`src/design/clab_pkg.sv`:
```
// Shared types and constants for the clipped alpha blend area block.
// No dependencies; every other design file depends on this package.
package clab_pkg;

    // Field widths fixed by the pixel and index formats.
    localparam int PIX_W   = 32;
    localparam int RGB_W   = 24;
    localparam int IDX_W   = 24;
    localparam int CHAN_W  = 8;
    localparam int DIM_W   = 13;
    localparam int OFS_W   = 12;

    // Configuration port geometry.
    localparam int CFG_IDX_W  = 3;
    localparam int CFG_DATA_W = DIM_W;

    // Configuration register indexes.
    localparam logic [CFG_IDX_W-1:0] REG_FRONT_WIDTH  = 3'd0;
    localparam logic [CFG_IDX_W-1:0] REG_FRONT_HEIGHT = 3'd1;
    localparam logic [CFG_IDX_W-1:0] REG_BACK_WIDTH   = 3'd2;
    localparam logic [CFG_IDX_W-1:0] REG_BACK_HEIGHT  = 3'd3;
    localparam logic [CFG_IDX_W-1:0] REG_OFFSET_X     = 3'd4;
    localparam logic [CFG_IDX_W-1:0] REG_OFFSET_Y     = 3'd5;

    // Clipped area geometry, derived from the configuration registers.
    typedef struct packed {
        logic [DIM_W-1:0] front_width;   // clamped front width
        logic [DIM_W-1:0] back_width;    // clamped back width
        logic [DIM_W-1:0] area_width;    // clipped area width
        logic [DIM_W-1:0] area_height;   // clipped area height
        logic             empty;         // clipped area holds no pixels
    } t_area;

endpackage

```
`src/design/clab_if.sv`:
```
// Handshake channel interfaces for the pixel pair input and the result output.
// Depends on clab_pkg for the payload widths.
interface clab_pix_if;
    logic                       valid;
    logic                       ready;
    logic [clab_pkg::PIX_W-1:0] front_pixel;
    logic [clab_pkg::PIX_W-1:0] back_pixel;

    modport source (output valid, output front_pixel, output back_pixel, input ready);
    modport sink   (input valid, input front_pixel, input back_pixel, output ready);
endinterface

interface clab_res_if;
    logic                       valid;
    logic                       ready;
    logic [clab_pkg::RGB_W-1:0] blended_pixel;
    logic [clab_pkg::IDX_W-1:0] back_index;
    logic [clab_pkg::IDX_W-1:0] front_index;
    logic                       last_of_area;
    logic                       area_empty;

    modport source (output valid, output blended_pixel, output back_index,
                    output front_index, output last_of_area, output area_empty,
                    input ready);
    modport sink   (input valid, input blended_pixel, input back_index,
                    input front_index, input last_of_area, input area_empty,
                    output ready);
endinterface

```
`src/design/clab_area.sv`:
```
// Clamps the image dimensions and clips the front image to the back image.
// Depends on clab_pkg for the area structure and field widths.
module clab_area #(
    parameter int unsigned MAX_DIMENSION = 4096
) (
    input  logic [clab_pkg::DIM_W-1:0] i_front_width,
    input  logic [clab_pkg::DIM_W-1:0] i_front_height,
    input  logic [clab_pkg::DIM_W-1:0] i_back_width,
    input  logic [clab_pkg::DIM_W-1:0] i_back_height,
    input  logic [clab_pkg::OFS_W-1:0] i_offset_x,
    input  logic [clab_pkg::OFS_W-1:0] i_offset_y,
    output clab_pkg::t_area            o_area
);
    import clab_pkg::*;

    // Wide enough to compare against the limit and to hold dimension plus offset.
    localparam int W = DIM_W + 1;

    function automatic logic [DIM_W-1:0] clamp_dim(input logic [DIM_W-1:0] v);
        logic [W-1:0] lim;
        lim = W'(MAX_DIMENSION);
        return ({1'b0, v} > lim) ? lim[DIM_W-1:0] : v;
    endfunction

    logic [DIM_W-1:0] fw, fh, bw, bh;
    logic [DIM_W-1:0] aw, ah;

    always_comb begin
        fw = clamp_dim(i_front_width);
        fh = clamp_dim(i_front_height);
        bw = clamp_dim(i_back_width);
        bh = clamp_dim(i_back_height);

        // Where the front image runs past the back image's edge, keep only the overlap.
        aw = (W'(fw) + W'(i_offset_x) > W'(bw)) ? bw - DIM_W'(i_offset_x) : fw;
        ah = (W'(fh) + W'(i_offset_y) > W'(bh)) ? bh - DIM_W'(i_offset_y) : fh;

        o_area.front_width = fw;
        o_area.back_width  = bw;
        o_area.area_width  = aw;
        o_area.area_height = ah;
        o_area.empty       = (W'(i_offset_x) >= W'(bw)) || (W'(i_offset_y) >= W'(bh))
                             || (aw == '0) || (ah == '0);
    end

endmodule

```
`src/design/clab_blend.sv`:
```
// Per-channel alpha blend of a front ARGB pixel over a back ARGB pixel.
// Depends on clab_pkg for the pixel widths.
module clab_blend (
    input  logic [clab_pkg::PIX_W-1:0] i_front_pixel,
    input  logic [clab_pkg::PIX_W-1:0] i_back_pixel,
    output logic [clab_pkg::RGB_W-1:0] o_rgb
);
    import clab_pkg::*;

    localparam int NCHAN = RGB_W / CHAN_W;

    logic [CHAN_W-1:0] alpha;
    logic [CHAN_W-1:0] inv_alpha;

    assign alpha     = i_front_pixel[PIX_W-1 -: CHAN_W];
    assign inv_alpha = ~alpha;   // 255 - alpha

    for (genvar c = 0; c < NCHAN; c++) begin : g_chan
        logic [2*CHAN_W-1:0] f_term;
        logic [2*CHAN_W-1:0] b_term;
        logic [CHAN_W:0]     sum;

        assign f_term = i_front_pixel[c*CHAN_W +: CHAN_W] * alpha;
        assign b_term = i_back_pixel[c*CHAN_W +: CHAN_W] * inv_alpha;
        // Each term is truncated on its own; the sum stays below 255.
        assign sum    = (CHAN_W+1)'(f_term[2*CHAN_W-1:CHAN_W])
                      + (CHAN_W+1)'(b_term[2*CHAN_W-1:CHAN_W]);
        assign o_rgb[c*CHAN_W +: CHAN_W] = sum[CHAN_W-1:0];
    end

endmodule

```
`src/design/clipped_alpha_blend_area.sv`:
```
// Clipped alpha blend area. The block blends a front ARGB8888 image, placed at
// (offset_x, offset_y), over a back image and clipped to it. Pixel pairs arrive
// in raster order of the clipped area, one word per cycle at most, and each word
// gives exactly one result word: the blended RGB (alpha byte dropped), the back
// and front buffer indices of that pixel and a mark on the last pixel of the
// area. When the clipped area is empty every word instead gives a result with
// area_empty set and all other fields zero. The block is a two-register
// pipeline: an input register, set alongside the row and column counters, and
// a result register, which a word passes in that order on its way to the
// output; one word can be accepted every cycle while the output is taken.
// The counter update on acceptance is what allows a new word every cycle. Any
// write to a defined configuration register restarts the area at its first
// pixel; writes to undefined indexes are ignored. Dimensions above
// MAX_DIMENSION are treated as MAX_DIMENSION. Configuration must only be
// written while no word is in flight.
// Depends on clab_pkg, clab_if, clab_area and clab_blend.
module clipped_alpha_blend_area #(
    parameter int unsigned MAX_DIMENSION = 4096
) (
    input  logic                            i_clk,
    input  logic                            i_rst_n,
    input  logic                            i_cfg_we,
    input  logic [clab_pkg::CFG_IDX_W-1:0]  i_cfg_idx,
    input  logic [clab_pkg::CFG_DATA_W-1:0] i_cfg_data,
    clab_pix_if.sink                        i_pix,
    clab_res_if.source                      o_res
);
    import clab_pkg::*;

    // Counters only ever hold positions below the size of a non-empty area, itself at
    // most MAX_DIMENSION.
    localparam int CW      = $clog2(MAX_DIMENSION);
    localparam int SUM_W   = ((CW > OFS_W) ? CW : OFS_W) + 1;
    localparam int BPROD_W = SUM_W + DIM_W + 1;
    localparam int FPROD_W = CW + DIM_W + 1;

    // Configuration registers.
    logic [DIM_W-1:0] r_front_width, r_front_height, r_back_width, r_back_height;
    logic [OFS_W-1:0] r_offset_x, r_offset_y;
    logic             cfg_hit;

    // Position inside the clipped area.
    logic [CW-1:0] r_row, r_col;
    logic [CW-1:0] n_row, n_col;
    logic [CW-1:0] cur_row, cur_col;
    logic          n_last;

    // Input register stage.
    logic             r_a_valid;
    logic [PIX_W-1:0] r_a_front, r_a_back;
    logic [CW-1:0]    r_a_row, r_a_col;
    logic             r_a_last, r_a_empty;

    // Result register stage.
    logic             r_b_valid;
    logic [RGB_W-1:0] r_b_rgb;
    logic [IDX_W-1:0] r_b_bidx, r_b_fidx;
    logic             r_b_last, r_b_empty;

    logic in_acc, a_ready, b_ready, a_move;

    t_area            area;
    logic [RGB_W-1:0] blend_rgb;

    logic [SUM_W-1:0]   y_sum;
    logic [BPROD_W-1:0] b_full;
    logic [FPROD_W-1:0] f_full;
    logic [RGB_W-1:0]   n_b_rgb;
    logic [IDX_W-1:0]   n_b_bidx, n_b_fidx;

    clab_area #(
        .MAX_DIMENSION (MAX_DIMENSION)
    ) u_area (
        .i_front_width  (r_front_width),
        .i_front_height (r_front_height),
        .i_back_width   (r_back_width),
        .i_back_height  (r_back_height),
        .i_offset_x     (r_offset_x),
        .i_offset_y     (r_offset_y),
        .o_area         (area)
    );

    clab_blend u_blend (
        .i_front_pixel (r_a_front),
        .i_back_pixel  (r_a_back),
        .o_rgb         (blend_rgb)
    );

    // ------------------------------------------------------------------
    // Configuration writes.
    // ------------------------------------------------------------------
    always_comb begin
        unique case (i_cfg_idx)
            REG_FRONT_WIDTH, REG_FRONT_HEIGHT, REG_BACK_WIDTH,
            REG_BACK_HEIGHT, REG_OFFSET_X, REG_OFFSET_Y: cfg_hit = 1'b1;
            default:                                     cfg_hit = 1'b0;
        endcase
    end

    always_ff @(posedge i_clk) begin
        if (!i_rst_n) begin
            r_front_width  <= '0;
            r_front_height <= '0;
            r_back_width   <= '0;
            r_back_height  <= '0;
            r_offset_x     <= '0;
            r_offset_y     <= '0;
        end else if (i_cfg_we) begin
            unique case (i_cfg_idx)
                REG_FRONT_WIDTH:  r_front_width  <= i_cfg_data;
                REG_FRONT_HEIGHT: r_front_height <= i_cfg_data;
                REG_BACK_WIDTH:   r_back_width   <= i_cfg_data;
                REG_BACK_HEIGHT:  r_back_height  <= i_cfg_data;
                REG_OFFSET_X:     r_offset_x     <= i_cfg_data[OFS_W-1:0];
                REG_OFFSET_Y:     r_offset_y     <= i_cfg_data[OFS_W-1:0];
                default: ;
            endcase
        end
    end

    // ------------------------------------------------------------------
    // Handshake: the result register parts the two sides, and the input
    // register moves on whenever the result register is free or being taken.
    // ------------------------------------------------------------------
    assign b_ready     = !r_b_valid || o_res.ready;
    assign a_ready     = !r_a_valid || b_ready;
    assign a_move      = r_a_valid && b_ready;
    assign in_acc      = i_pix.valid && a_ready;
    assign i_pix.ready = a_ready;

    // ------------------------------------------------------------------
    // Row and column counters. A position outside the area (which only a
    // stale state could give) restarts at the first pixel.
    // ------------------------------------------------------------------
    always_comb begin
        if ((DIM_W'(r_row) >= area.area_height) || (DIM_W'(r_col) >= area.area_width)) begin
            cur_row = '0;
            cur_col = '0;
        end else begin
            cur_row = r_row;
            cur_col = r_col;
        end

        n_last = (DIM_W'(cur_row) + DIM_W'(1) == area.area_height)
              && (DIM_W'(cur_col) + DIM_W'(1) == area.area_width);

        if (DIM_W'(cur_col) + DIM_W'(1) >= area.area_width) begin
            n_col = '0;
            n_row = (DIM_W'(cur_row) + DIM_W'(1) >= area.area_height) ? '0
                                                                       : cur_row + CW'(1);
        end else begin
            n_col = cur_col + CW'(1);
            n_row = cur_row;
        end
    end

    always_ff @(posedge i_clk) begin
        if (!i_rst_n) begin
            r_row <= '0;
            r_col <= '0;
        end else if (i_cfg_we && cfg_hit) begin
            r_row <= '0;
            r_col <= '0;
        end else if (in_acc && !area.empty) begin
            r_row <= n_row;
            r_col <= n_col;
        end
    end

    // ------------------------------------------------------------------
    // Input register stage.
    // ------------------------------------------------------------------
    always_ff @(posedge i_clk) begin
        if (!i_rst_n) begin
            r_a_valid <= 1'b0;
        end else if (a_ready) begin
            r_a_valid <= i_pix.valid;
        end
    end

    always_ff @(posedge i_clk) begin
        if (in_acc) begin
            r_a_front <= i_pix.front_pixel;
            r_a_back  <= i_pix.back_pixel;
            r_a_row   <= cur_row;
            r_a_col   <= cur_col;
            r_a_last  <= n_last;
            r_a_empty <= area.empty;
        end
    end

    // ------------------------------------------------------------------
    // Blend and index arithmetic, then the result register. The user must keep
    // the configuration steady while words are in flight; the block does not enforce it.
    // ------------------------------------------------------------------
    always_comb begin
        y_sum  = SUM_W'(r_offset_y) + SUM_W'(r_a_row);
        b_full = BPROD_W'(y_sum) * BPROD_W'(area.back_width)
               + BPROD_W'(r_offset_x) + BPROD_W'(r_a_col);
        f_full = FPROD_W'(r_a_row) * FPROD_W'(area.front_width) + FPROD_W'(r_a_col);

        if (r_a_empty) begin
            n_b_rgb  = '0;
            n_b_bidx = '0;
            n_b_fidx = '0;
        end else begin
            n_b_rgb  = blend_rgb;
            n_b_bidx = IDX_W'(b_full);
            n_b_fidx = IDX_W'(f_full);
        end
    end

    always_ff @(posedge i_clk) begin
        if (!i_rst_n) begin
            r_b_valid <= 1'b0;
        end else if (b_ready) begin
            r_b_valid <= r_a_valid;
        end
    end

    always_ff @(posedge i_clk) begin
        if (a_move) begin
            r_b_rgb   <= n_b_rgb;
            r_b_bidx  <= n_b_bidx;
            r_b_fidx  <= n_b_fidx;
            r_b_last  <= r_a_last && !r_a_empty;
            r_b_empty <= r_a_empty;
        end
    end

    assign o_res.valid         = r_b_valid;
    assign o_res.blended_pixel = r_b_rgb;
    assign o_res.back_index    = r_b_bidx;
    assign o_res.front_index   = r_b_fidx;
    assign o_res.last_of_area  = r_b_last;
    assign o_res.area_empty    = r_b_empty;

`ifndef SYNTHESIS
    // The counters never point outside a non-empty area.
    a_counters_in_area: assert property (@(posedge i_clk) disable iff (!i_rst_n)
        !area.empty |-> DIM_W'(r_col) < area.area_width
                        && DIM_W'(r_row) < area.area_height)
        else $error("area counters outside the clipped area");

    // Accepting the last pixel of the area sends the counters back to the start.
    a_last_wraps: assert property (@(posedge i_clk) disable iff (!i_rst_n)
        (in_acc && !area.empty && n_last) |=> (r_row == '0 && r_col == '0))
        else $error("counters did not wrap after the last pixel");

    // A full input stage behind a stalled result must hold off new words.
    a_no_overrun: assert property (@(posedge i_clk) disable iff (!i_rst_n)
        (r_a_valid && r_b_valid && !o_res.ready) |-> !i_pix.ready)
        else $error("input accepted while the pipeline is full");

    // An empty-area result carries nothing but its flag.
    a_empty_zero: assert property (@(posedge i_clk) disable iff (!i_rst_n)
        (o_res.valid && o_res.area_empty) |-> (o_res.blended_pixel == '0
            && o_res.back_index == '0 && o_res.front_index == '0 && !o_res.last_of_area))
        else $error("empty-area result with non-zero fields");
`endif

endmodule
```
`src/flat_wrapper.sv`:
```
// flat-port wrapper written by rule: the top's interface ports become plain ports
module clipped_alpha_blend_area_flat import clab_pkg::*;
#(
    parameter int unsigned MAX_DIMENSION = 4096
)
  (i_clk, i_rst_n, i_cfg_we, i_cfg_idx, i_cfg_data, i_pix_valid, i_pix_front_pixel, i_pix_back_pixel, i_pix_ready, o_res_valid, o_res_blended_pixel, o_res_back_index, o_res_front_index, o_res_last_of_area, o_res_area_empty, o_res_ready);
  clab_pix_if i_pix_i ();
  clab_res_if o_res_i ();
  input  logic i_clk;
  input  logic i_rst_n;
  input  logic i_cfg_we;
  input  logic [clab_pkg::CFG_IDX_W-1:0] i_cfg_idx;
  input  logic [clab_pkg::CFG_DATA_W-1:0] i_cfg_data;
  input wire logic [$bits(i_pix_i.valid)-1:0] i_pix_valid;
  input wire logic [$bits(i_pix_i.front_pixel)-1:0] i_pix_front_pixel;
  input wire logic [$bits(i_pix_i.back_pixel)-1:0] i_pix_back_pixel;
  output wire logic [$bits(i_pix_i.ready)-1:0] i_pix_ready;
  output wire logic [$bits(o_res_i.valid)-1:0] o_res_valid;
  output wire logic [$bits(o_res_i.blended_pixel)-1:0] o_res_blended_pixel;
  output wire logic [$bits(o_res_i.back_index)-1:0] o_res_back_index;
  output wire logic [$bits(o_res_i.front_index)-1:0] o_res_front_index;
  output wire logic [$bits(o_res_i.last_of_area)-1:0] o_res_last_of_area;
  output wire logic [$bits(o_res_i.area_empty)-1:0] o_res_area_empty;
  input wire logic [$bits(o_res_i.ready)-1:0] o_res_ready;
  assign i_pix_i.valid = i_pix_valid;
  assign i_pix_i.front_pixel = i_pix_front_pixel;
  assign i_pix_i.back_pixel = i_pix_back_pixel;
  assign i_pix_ready = i_pix_i.ready;
  assign o_res_valid = o_res_i.valid;
  assign o_res_blended_pixel = o_res_i.blended_pixel;
  assign o_res_back_index = o_res_i.back_index;
  assign o_res_front_index = o_res_i.front_index;
  assign o_res_last_of_area = o_res_i.last_of_area;
  assign o_res_area_empty = o_res_i.area_empty;
  assign o_res_i.ready = o_res_ready;
  clipped_alpha_blend_area #(.MAX_DIMENSION(MAX_DIMENSION)) u_core (.i_clk(i_clk), .i_rst_n(i_rst_n), .i_cfg_we(i_cfg_we), .i_cfg_idx(i_cfg_idx), .i_cfg_data(i_cfg_data), .i_pix(i_pix_i), .o_res(o_res_i));
endmodule
```
`config.mk`:
```
export PLATFORM = sky130hd
export DESIGN_NAME = clipped_alpha_blend_area_flat
export DESIGN_NICKNAME = d
export VERILOG_FILES = /design/src/design/clab_pkg.sv /design/src/design/clab_if.sv /design/src/design/clab_area.sv /design/src/design/clab_blend.sv /design/src/design/clipped_alpha_blend_area.sv /design/src/flat_wrapper.sv
export SDC_FILE = /design/constraint.sdc
export NUM_CORES = 2
export LEC_CHECK = 0
export ABC_AREA = 0
export BUFFER_PORTS_ARGS = -buffer_cell sky130_fd_sc_hd__buf_2
export CORE_UTILIZATION = 40
export CTS_BUF_LIST = sky130_fd_sc_hd__clkbuf_16
export DETAILED_ROUTE_END_ITERATION = 8
export SYNTH_ARGS = -nofsm -noshare
export SYNTH_HDL_FRONTEND = slang
export SYNTH_HIERARCHICAL = 1
export SYNTH_SLANG_ARGS = --single-unit
```
`constraint.sdc`:
```
create_clock -name i_clk -period 9.9 [get_ports i_clk]
set_input_delay 1.98 -clock i_clk [delete_from_list [all_inputs] [get_ports i_clk]]
set_output_delay 1.98 -clock i_clk [all_outputs]
set_load 0.03 [all_outputs]
```
# Word level (Yosys, flattened, before mapping)
# Cells that the tools add are included.
# totals
output_inout_bits	76
wordCells	104
input_bits	85
regBits	258
# op_classes
mul	8
magnitude_cmp	12
n_addsub	15
bitwise	2
mux	12
n_eq_ne	7
reduce_logical	27
# ops
operator	n
$mul 8x8->16	6
$mux 13	6
$add 24x12->24	3
$mux 12	5
$ge 12x13->1	4
$gt 13x13->1 const B	4
$add 13x12->14	2
$gt 14x13->1	2
$add 12x1->13 const B	2
$eq 13x13->1	2
$ge 13x13->1	2
$logic_not 13->1	2
$sub 13x12->13	2
$add 12x1->12 const B	2
$add 8x8->8	3
$mul 12x13->24	1
$mul 13x13->24	1
$add 12x12->13	1
$reduce_and 2->1	6
$not 8->8	1
$eq 3x2->1 const B	2
$eq 3x3->1 const B	2
$logic_and 1x1->1	6
$logic_or 1x1->1	6
other kinds (7)	10

# Logic depth before layout (Yosys ltp)
# logic_depth
ltp_word	12
depth_mapped	49
depth_no_buf	43

# Modules after synthesis
# The synthesis kept the hierarchy.
# by_module_without_submodules
module	area_each_um2	instances	seq_area_each_um2	cells_each
clipped_alpha_blend_area	22830.6	1	6966.7	2310
clab_blend	12261.8	1	0.0	1380
clab_area	3838.7	1	0.0	553

# Least setup slack after synthesis
# No wires, ideal clock.
# synth_timing
kind	reg-to-reg
start	register u_core.r_front_width[12]
end	register u_core.r_row[2]
stages_incl_launch_ff	46
setup_time_ps	122
path_buffers	5
required_time_ps	9778
synth_period_minus_slack_ps	8830
path_slack_ps	1070
t_arrival_ps	8709
cell_sequence	dfxtp_1 -> clkbuf_1 -> nor2b_1 -> ha_1 -> a21o_1 -> a21oi_1 -> o21bai_1 -> a211oi_1 -> nor2_1 -> a21oi_1 -> xnor2_1 -> ha_1 -> nand2_1 -> or4_1 -> nand2b_1 -> a21oi_2 -> nor4_4 -> buf_2 -> [... 10 more ...] -> clkbuf_1 -> clkbuf_1 -> nor2_1 -> ha_1 -> nand3_1 -> nor2_1 -> and3_1 -> and3_1 -> xnor2_1 -> nor2_1 -> ha_1 -> a21o_1 -> a21o_1 -> a21oi_1 -> a2111oi_1 -> and2_1 -> buf_2 -> a221o_1
# synth_lines
item	line	text
start, declared	clipped_alpha_blend_area.sv:38	logic [DIM_W-1:0] r_front_width, r_front_height, r_back_width, r_back_height;
start signal, assigned	clipped_alpha_blend_area.sv:110	REG_FRONT_WIDTH: r_front_width <= i_cfg_data;
end signal, assigned	clipped_alpha_blend_area.sv:165	r_row <= n_row;
end, declared	clipped_alpha_blend_area.sv:43	logic [CW-1:0] r_row, r_col;

==> metrics.cfg <==
[floorplan]
standard_cell_row_count=113
floorplan_die_area_um2=98000
die_y_um=313
chipWidth_um=313
floorplan.initialDensity_pct=40.5
core_area_um2=95400
ioPinCount=161

[placed_design]
place_ws_ns=0.780
placement.cell_area_um2=40900
finalWeightedCongestion=0.893
detailed_place_hpwl_mm=76.8
io_buffer_count=152

[sta]
worst_pin_slew_ns=1.13
clock.fmax_mhz=110
unrepaired_setup_endpoints_after_global_routing=false
final_critical_path_setup_slack_ns=0.776
hold_viol_final=0
max-slew-margin-rel_pct=24.4
setup_viol=0
maxSlewViolCount=0
post-route-period-util_pct=92.2
totalNegativeSetupSlack_ns=0
worst_clock_skew_ns=0.0167
final.min_clock_period_ns=9.12

[detailed_routing]
drt-vias-per-instance=5.11
antenna_left=0
drt_pass1_iterations=7
route.detailed.wl_per_inst_um=17.3
drt_iter0_drc=1462
post-route-drc-count=0
routed_wl_mm=97.2
route.vias.total=28700

[yosys]
synthesized_net_count=5301
synthesis.instances=4235
yosysWarnings=6
post_synth_instance_area_um2=38700
syn_area_per_cell_um2=9.14

[power_and_ir_drop]
total_power_mw=6.23
power_leakage_nw=20.3
power_density_nw_per_um2=148
worst_ir_drop_vdd_uv=159

[clocking]
cts_hold_buf=0
cts_inserted_buffers=36
cts.sink_count=258
maximum_level_of_the_cts_h_tree=2
clock_insertion_delay_worst_skew_ns=0.60
tritoncts_clock_tree=done
cts.reportedPaths.clkPinSlew_ns=0.06
clock_path_buffers=3
cts_root_buffer=sky130_fd_sc_hd__clkbuf_16

[final_layout]
final_layout_size_suffix_gt1_share_pct=7.45
area_growth_syn_to_layout_pct=8.87
final_net_count=5400
antenna-diode-count=0
layout_common_cells=sky130_fd_sc_hd__inv_1 (649), sky130_fd_sc_hd__ha_1 (502), sky130_fd_sc_hd__fa_1 (479)
finish.instance_area_um2=42100
final_core_utilization_pct=44.1
mostFrequentLayoutCell=sky130_fd_sc_hd__inv_1
n_fill_cell=9339

[critical_path]
timing.critical_path.to=u_core/r_col[7]
crit_slowest_cell=sky130_fd_sc_hd__or4_1
start_point_of_the_critical_path=u_core/r_front_width[12]
timing.rr.start=u_core/r_front_width[12]
worst-r2r-setup-slack_ns=0.78
worst-endpoint-required_ns=10.41
arrival_ns=9.64
worstSetupPathType=flip-flop to flip-flop
worstReg2RegEnd=u_core/r_col[7]
r2r.worst_path.cells=44
cp-end-kind=flip-flop
critPathMaxStageDelay_ns=0.55
path_max_fanout=15
crit_path_start_kind=flip-flop

[grt]
groute.usage.overall_pct=20.3
grt.overflow.total=0
initial_antenna_violation_count=3
grt_pass1_wl_mm=158
first_global_vias=29600
pin_count_of_the_biggest_net_entering_global_routing=81

[min_path]
worst_hold_path_type=flip-flop to flip-flop

[flow_run]
timing.max_cap.violations=0

[run_status]
outcome=complete, no violations

-- final cells by class --
cell class / count / area (um2) / share of cell area (%)
Multi-Input combinational cell: 3178 / 28900 / 68.7
Tap cell: 1265 / 1580 / 3.76
Inverter: 650 / 2440 / 5.80
Sequential cell: 258 / 6730 / 16.0
Clock buffer: 36 / 901 / 2.14
Clock inverter: 28 / 315 / 0.749
Timing Repair Buffer: 210 / 1210 / 2.87
-- report_power, final --
| group | switching, mW | leakage (nW) | total [mW] | internal (mW) |
|---|---|---|---|---|
| combinational | 1.97 | 17.3 | 3.61 | 1.64 |
| sequential | 0.0527 | 2.37 | 1.25 | 1.19 |
| clock | 0.567 | 0.604 | 1.37 | 0.807 |
-- critical path: cells and delay by family (launching register included) --
kind	cells	cell delay (ns)
AO/OA/AOI/OAI	14	2.65
XOR/XNOR	2	0.30
adder cells (fa/ha/maj)	5	1.40
buffers and inverters	5	0.83
flip-flops	1	0.34
AND/OR/NAND/NOR	18	3.52
-- flip-flops by register name, summed over array words and instances (netlist names), 13 cells and up --
| signal | count |
|---|---|
| u_core/r_a_front | 32 |
| u_core/o_res.back_index | 24 |
| u_core/o_res.blended_pixel | 24 |
| u_core/o_res.front_index | 24 |
| u_core/r_a_back | 24 |
| u_core/r_back_height | 13 |
| u_core/r_back_width | 13 |
| u_core/r_front_height | 13 |
| u_core/r_front_width | 13 |
-- timing repair --
action / 4_1_cts / 5_1_grt
gates resized for setup: 0 / 2
buffers inserted: 0 / 3
endpoints found under the setup margin: 0 / 11
-- layer usage --
metal  share of wire, %  global-route usage [%]
met4                2.2                    4.97
met1                 44                    26.2
met5              0.034                       0
met3                3.8                    2.59
met2                 50                    35.8
-- per-stage QoR --
stage | instances | hold WS [ns]
6_report | 5625 | 0.464
2_1_floorplan | 4235 | 0.439
5_1_grt | 5625 | 0.479
4_1_cts | 5622 | 0.463
3_3_place_gp | 5558 | 0.448
3_5_place_dp | 5558 | 0.456
-- how the worst min path moves through the flow --
stage | to | cells past startpoint | startpoint | slack, ns
finish | u_core/r_front_height[5] | 2 | u_core/r_front_height[5] | 0.46
global route | u_core/r_front_height[5] | 2 | u_core/r_front_height[5] | 0.48
CTS | u_core/r_front_width[1] | 2 | u_core/r_front_width[1] | 0.46
detailed placement | u_core/r_front_width[1] | 2 | u_core/r_front_width[1] | 0.46
global placement | u_core/r_front_height[4] | 2 | u_core/r_front_height[4] | 0.45
floorplan | u_core/r_front_height[10] | 2 | u_core/r_front_height[10] | 0.44
(Power assumes the default switching activity.)
